`src/rtl/tree_path_cost_binary_lifting_core_assert.svh`:
```
// assertion macros for the path cost core
`ifndef TREE_PATH_COST_BINARY_LIFTING_CORE_ASSERT_SVH
`define TREE_PATH_COST_BINARY_LIFTING_CORE_ASSERT_SVH

// implication checked on every edge outside reset
`define TPC_ASSERT_IMPLY(label, clk, rst, ante, cons, msg) \
   label: assert property (@(posedge clk) disable iff (rst) (ante) |-> (cons)) \
      else $error(msg);

// implication checked in the cycle after the antecedent
`define TPC_ASSERT_NEXT(label, clk, rst, ante, cons, msg) \
   label: assert property (@(posedge clk) disable iff (rst) (ante) |=> (cons)) \
      else $error(msg);

`endif

```
`src/rtl/tpc_pkg.sv`:
```
`default_nettype none
package tpc_pkg;
   localparam logic [1:0] ST_OK        = 2'd0;
   localparam logic [1:0] ST_BAD_LOAD  = 2'd1;
   localparam logic [1:0] ST_BAD_QUERY = 2'd2;
   localparam logic [1:0] ST_RELOADED  = 2'd3;

   typedef enum logic [3:0] {
      S_CLEAR,
      S_IDLE,
      S_CHECK,
      S_LOAD_RD,
      S_LOAD_WR,
      S_Q_DEPTH,
      S_LIFT_RD,
      S_LIFT_STEP,
      S_JUMP_RD,
      S_JUMP_STEP,
      S_FINAL_RD,
      S_FINAL,
      S_DONE
   } state_type;

   // controller commands to the datapath
   typedef struct packed {
      logic clear;       // clear one loaded flag
      logic latch;       // capture request fields
      logic chk;         // capture status of the request checks
      logic load_init;   // write level 0 row and depth
      logic load_rd;     // read mid row for current level
      logic load_wr;     // write next level (level counter plus one)
      logic depth_rd;    // read both depths
      logic order;       // order so that y is deeper
      logic pair_rd;     // read rows of x and y at level
      logic lift_step;   // apply lift at level
      logic jump_step;   // apply jump at level
      logic final_step;  // add level 0 costs
      logic lvl_clear;   // level counter to 0
      logic lvl_top;     // level counter to LEVELS-1
      logic lvl_inc;
      logic lvl_dec;
   } cmd_type;

   typedef struct packed {
      logic       clr_last;  // last loaded flag being cleared
      logic       is_query;
      logic [1:0] check;   // status of the request checks
      logic       lvl_last;
      logic       lvl_zero;
      logic       same;    // x equals y after lift
   } stat_type;

   function automatic logic [31:0] sat_add(input logic [31:0] a, input logic [31:0] b);
      logic [32:0] s;
      s = {1'b0, a} + {1'b0, b};
      sat_add = s[32] ? 32'hFFFF_FFFF : s[31:0];
   endfunction
endpackage
`default_nettype wire

```
`src/rtl/tpc_ctrl.sv`:
```
`default_nettype none
module tpc_ctrl import tpc_pkg::*; (
   input  wire logic     clock,
   input  wire logic     reset,
   input  wire logic     start,
   input  wire stat_type stat,
   output logic          busy,
   output logic          done,
   output cmd_type       cmd
);
   state_type state_ff, state_in;

   always_ff @(posedge clock) begin
      if (reset) begin
         state_ff <= S_CLEAR;
      end else begin
         state_ff <= state_in;
      end
   end

   always_comb begin
      state_in = state_ff;
      cmd = '0;
      busy = (state_ff != S_IDLE);
      done = 1'b0;
      unique case (state_ff)
         S_CLEAR: begin
            cmd.clear = 1'b1;
            if (stat.clr_last) begin
               state_in = S_IDLE;
            end
         end
         S_IDLE: begin
            if (start) begin
               cmd.latch = 1'b1;
               state_in = S_CHECK;
            end
         end
         S_CHECK: begin
            cmd.chk = 1'b1;
            if (stat.check != ST_OK) begin
               state_in = S_DONE;
            end else if (stat.is_query) begin
               cmd.depth_rd = 1'b1;
               state_in = S_Q_DEPTH;
            end else begin
               cmd.load_init = 1'b1;
               cmd.lvl_clear = 1'b1;
               state_in = S_LOAD_RD;
            end
         end
         S_LOAD_RD: begin
            if (stat.lvl_last) begin
               state_in = S_DONE;
            end else begin
               cmd.load_rd = 1'b1;
               state_in = S_LOAD_WR;
            end
         end
         S_LOAD_WR: begin
            cmd.load_wr = 1'b1;
            cmd.lvl_inc = 1'b1;
            state_in = S_LOAD_RD;
         end
         S_Q_DEPTH: begin
            cmd.order = 1'b1;
            cmd.lvl_clear = 1'b1;
            state_in = S_LIFT_RD;
         end
         S_LIFT_RD: begin
            cmd.pair_rd = 1'b1;
            state_in = S_LIFT_STEP;
         end
         S_LIFT_STEP: begin
            cmd.lift_step = 1'b1;
            if (stat.lvl_last) begin
               cmd.lvl_top = 1'b1;
               state_in = S_JUMP_RD;
            end else begin
               cmd.lvl_inc = 1'b1;
               state_in = S_LIFT_RD;
            end
         end
         S_JUMP_RD: begin
            if (stat.same) begin
               state_in = S_DONE;
            end else begin
               cmd.pair_rd = 1'b1;
               state_in = S_JUMP_STEP;
            end
         end
         S_JUMP_STEP: begin
            cmd.jump_step = 1'b1;
            if (stat.lvl_zero) begin
               state_in = S_FINAL_RD;
            end else begin
               cmd.lvl_dec = 1'b1;
               state_in = S_JUMP_RD;
            end
         end
         S_FINAL_RD: begin
            cmd.pair_rd = 1'b1;
            state_in = S_FINAL;
         end
         S_FINAL: begin
            cmd.final_step = 1'b1;
            state_in = S_DONE;
         end
         S_DONE: begin
            done = 1'b1;
            state_in = S_IDLE;
         end
         default: state_in = S_IDLE;
      endcase
   end
endmodule
`default_nettype wire

```
`config.mk`:
```
export PLATFORM = sky130hd
export DESIGN_NAME = tpc_ctrl
export DESIGN_NICKNAME = d
export VERILOG_FILES = /design/src/rtl/tree_path_cost_binary_lifting_core_assert.svh /design/src/rtl/tpc_pkg.sv /design/src/rtl/tpc_ctrl.sv
export SDC_FILE = /design/constraint.sdc
export NUM_CORES = 1
export LEC_CHECK = 0
export BUFFER_PORTS_ARGS = -buffer_cell sky130_fd_sc_hd__buf_2
export CORE_AREA = 5 5 42 44
export DETAILED_ROUTE_END_ITERATION = 16
export DIE_AREA = 0 0 47 49
export GPL_TIMING_DRIVEN = 0
export PLACE_DENSITY = 0.8
export SETUP_SLACK_MARGIN = 0.2
export SYNTH_ARGS = -nofsm -noshare
export SYNTH_HDL_FRONTEND = slang
export SYNTH_SLANG_ARGS = --single-unit
```
`constraint.sdc`:
```
create_clock -name clock -period 1.2 [get_ports clock]
set_clock_uncertainty 0.05 [all_clocks]
set_input_delay 0.06 -clock clock [delete_from_list [all_inputs] [get_ports clock]]
set_output_delay 0.06 -clock clock [all_outputs]
set_load 0.01 [all_outputs]
```
==> flow_summary.yaml <==
run_status:
  status: "complete, but fails checks"
  failed_checks: "negative setup slack"
timing:
  hold_viol_final: 0
  setup_slack_ns: -0.329
  maxSlewViolCount: 0
  min_period_ns: 1.53
  timing.fmax_mhz: 654
  tightest_slew_ns: 0.327
  setup_viol_count_final: 22
  timing.final.crit_share_pct: 127
  relSlewSlack_pct: 78.1
  rsz0062_at_grt: "true"
clocking:
  htreeDepth: 1
  cts-root-buf: "clkbuf_4"
  clock_latency_ns: 0.24
  cts_made_buffers: 3
  cts_buffer_depth: 2
  cts_tree: "built"
  cts.clk_slew.worst_paths_ns: 0.04
  cts_sinks: 4
yosys:
  synthesis.nets: 79
  synth-seq-cells: 4
  syn_area_per_cell_sq_um: 6.65
  ys_types: 30
  synthesis.area_sq_um: 459
  syn_inst: 69
  yosys_warnings: 0
  ys_seq_area_share_pct: 17.4
run:
  drv_cap: 0
final_layout:
  layout.nets: 124
  seqCellArea_sq_um: 90.1
  drive_above_1_share_pct: 65.2
  fillers: 121
  multi_input_area_sq_um: 453
  syn2layout_area_growth_pct: 99.5
  regMostFlops: "state_ff"
  diodes: 0
  reg_top3: "state_ff (4)"
  stdcell_area_sq_um: 916
  largest_register_ffs: 4
floorplan:
  start_util_pct: 32.8
  die_h_um: 49
  dieArea_sq_um: 2300
  core-area_sq_um: 1400
  num_rows: 14
  io_pins: 28
  fp.dieW_um: 47
grt:
  track_usage_pct: 17.4
  use_met2_pct: 28.5
  globalRouteOverflowTotal: 0
  top_usage_layer: "met2"
  grt_pass1_vias: 711
  grt_pass1_wl_um: 3070
  met1_usage_pct: 21.7
  grtUsageMet3_pct: 2.21
  antenna_found_initial: 0
  grt_max_degree: 11
setup_path:
  cp-start-kind: "register"
  crit_type: "reg -> reg"
  r2r_slack_ns: -0.33
  crit_fanout: 6
  reg2reg_from: "state_ff[2]$_SDFFE_PP0P_"
  r2r_cells: 6
  cp_data_arrival_time_ns: 1.59
  reg2reg_to: "state_ff[1]$_SDFFE_PP0P_"
  required_ns: 1.26
  crit_path_end_kind: "register"
routing:
  via_per_inst: 5.80
  drt_iter0_drc: 32
  via_count: 743
  firstDrtPassIters: 4
  ant_nets: 0
  drt_wl_total_um: 2080
  routedWlPerCell_um: 16.2
  drc: 0
worst_hold_path:
  hold_start: "reset"
  min_to: "state_ff[0]$_SDFFE_PP0P_"
  min_path_type: "in -> reg"
  hold_path_depth: 3
placed_design:
  finalWeightedCongestion: 0.839
  place_ws_ns: -0.161
  portBuffers: 27
  placed_area_sq_um: 668
  hpwl_um: 1130
power:
  power_density_nw_per_um2: 737
  peakVddDrop_mv: 0.615
  leakage_nw: 0.433
layout make-up:
cell class	count	area share (%)
multi-input cells	55	49.5
repair buffers	40	27.5
flip-flops and latches	4	9.84
plain buffers	5	6.56
clock buffers	3	2.46
well taps	16	2.19
inverters	5	2.05
worst max-delay path, cell delays in order (launching register included):
cell      delay, ns
dfxtp_2        0.37
buf_6          0.11
buf_4          0.16
inv_1          0.11
a21boi_1       0.16
o22ai_1        0.12
o31a_1         0.32
layout by cell type, fill, tap and decap left out, drive strengths merged, types with 3 or more instances in the layout:
| cell type | count |
|---|---|
| buf | 44 |
| nor2 | 13 |
| nand2 | 6 |
| inv | 5 |
| nor3 | 5 |
| a21oi | 4 |
| dfxtp | 4 |
| clkbuf | 3 |
| nand3 | 3 |
where the power goes:
group	internal [mW]	total, mW	switching, mW
sequential	0.146	0.175	0.0286
clock	0.112	0.175	0.0622
combinational	0.158	0.326	0.168
total	0.417	0.675	0.259
worst max path at each step:
stage | slack [ns] | to | cells past startpoint | startpoint
2_1_floorplan | -0.02 | state_ff[1]$_SDFFE_PP0P_ | 4 | state_ff[2]$_SDFFE_PP0P_
3_3_place_gp | -0.15 | state_ff[1]$_SDFFE_PP0P_ | 5 | state_ff[1]$_SDFFE_PP0P_
3_5_place_dp | -0.16 | state_ff[1]$_SDFFE_PP0P_ | 5 | state_ff[1]$_SDFFE_PP0P_
4_1_cts | -0.25 | cmd[3] | 4 | state_ff[3]$_SDFFE_PP0P_
5_1_grt | -0.36 | state_ff[1]$_SDFFE_PP0P_ | 6 | state_ff[2]$_SDFFE_PP0P_
6_report | -0.33 | state_ff[1]$_SDFFE_PP0P_ | 6 | state_ff[2]$_SDFFE_PP0P_
logic make-up (layout without fill, tap and decap cells):
logic type      after synthesis  after routing  share of synthesized area (%)
flops                         4              4                           17.4
simple gates                 34             34                           39.0
compound gates               21             21                           30.8
buf+inv                      10             53                           12.8
through the flow:
| stage | hold WS [ns] | total power, mW | TNS (ns) | utilization [%] | cells |
|---|---|---|---|---|---|
| after floorplan | 0.0717 | 0.321 | -0.0191 | - | 69 |
| after global placement | 0.226 | 0.391 | -0.263 | 47.7 | 112 |
| after detailed placement | 0.232 | 0.393 | -0.323 | 47.7 | 112 |
| after CTS | 0.0533 | 0.638 | -2.98 | 61.9 | 127 |
| after global routing | 0.0719 | 0.703 | -4.36 | 65.4 | 128 |
| final | 0.0536 | 0.675 | -3.24 | 65.4 | 128 |
synthesized netlist by cell type:
master	instances	area (sq um)
nor4_1	2	12.5
nand2_1	5	18.8
nor2_1	12	45.0
buf_4	1	7.51
a211oi_1	1	7.51
or3_1	1	6.26
nor3_1	5	25.0
o21a_1	2	15.0
a21oi_1	4	20.0
or2b_1	1	7.51
buf_6	2	22.5
a31oi_1	2	12.5
o31ai_1	1	7.51
o22ai_1	2	12.5
nand3_1	3	15.0
nand2_2	1	6.26
nand2b_1	1	6.26
o31a_1	1	8.76
a2111oi_0	1	8.76
dfxtp_1	4	80.1
a21boi_0	1	7.51
and3_1	1	6.26
inv_1	5	18.8
a2bb2oi_1	1	8.76
nor4b_4	1	23.8
a21o_1	2	15.0
buf_2	2	10.0
o21ai_0	2	10.0
nor2_2	1	6.26
o211ai_1	1	7.51
per-layer routing:
layer	wire length [um]	up-vias
met5	0	-
met2	1010	63
met3	206	12
met1	802	334
met4	62	0
li1	-	334
what timing repair did:
action,4_1_cts,5_1_grt
pin swaps,10,6
setup endpoints to repair,22,22
hold buffers,1,0
setup buffers,10,1
endpoints found under the hold margin,2,0
gates resized for setup,22,10
cloned,1,0
Power figures use the tool's default switching activity.
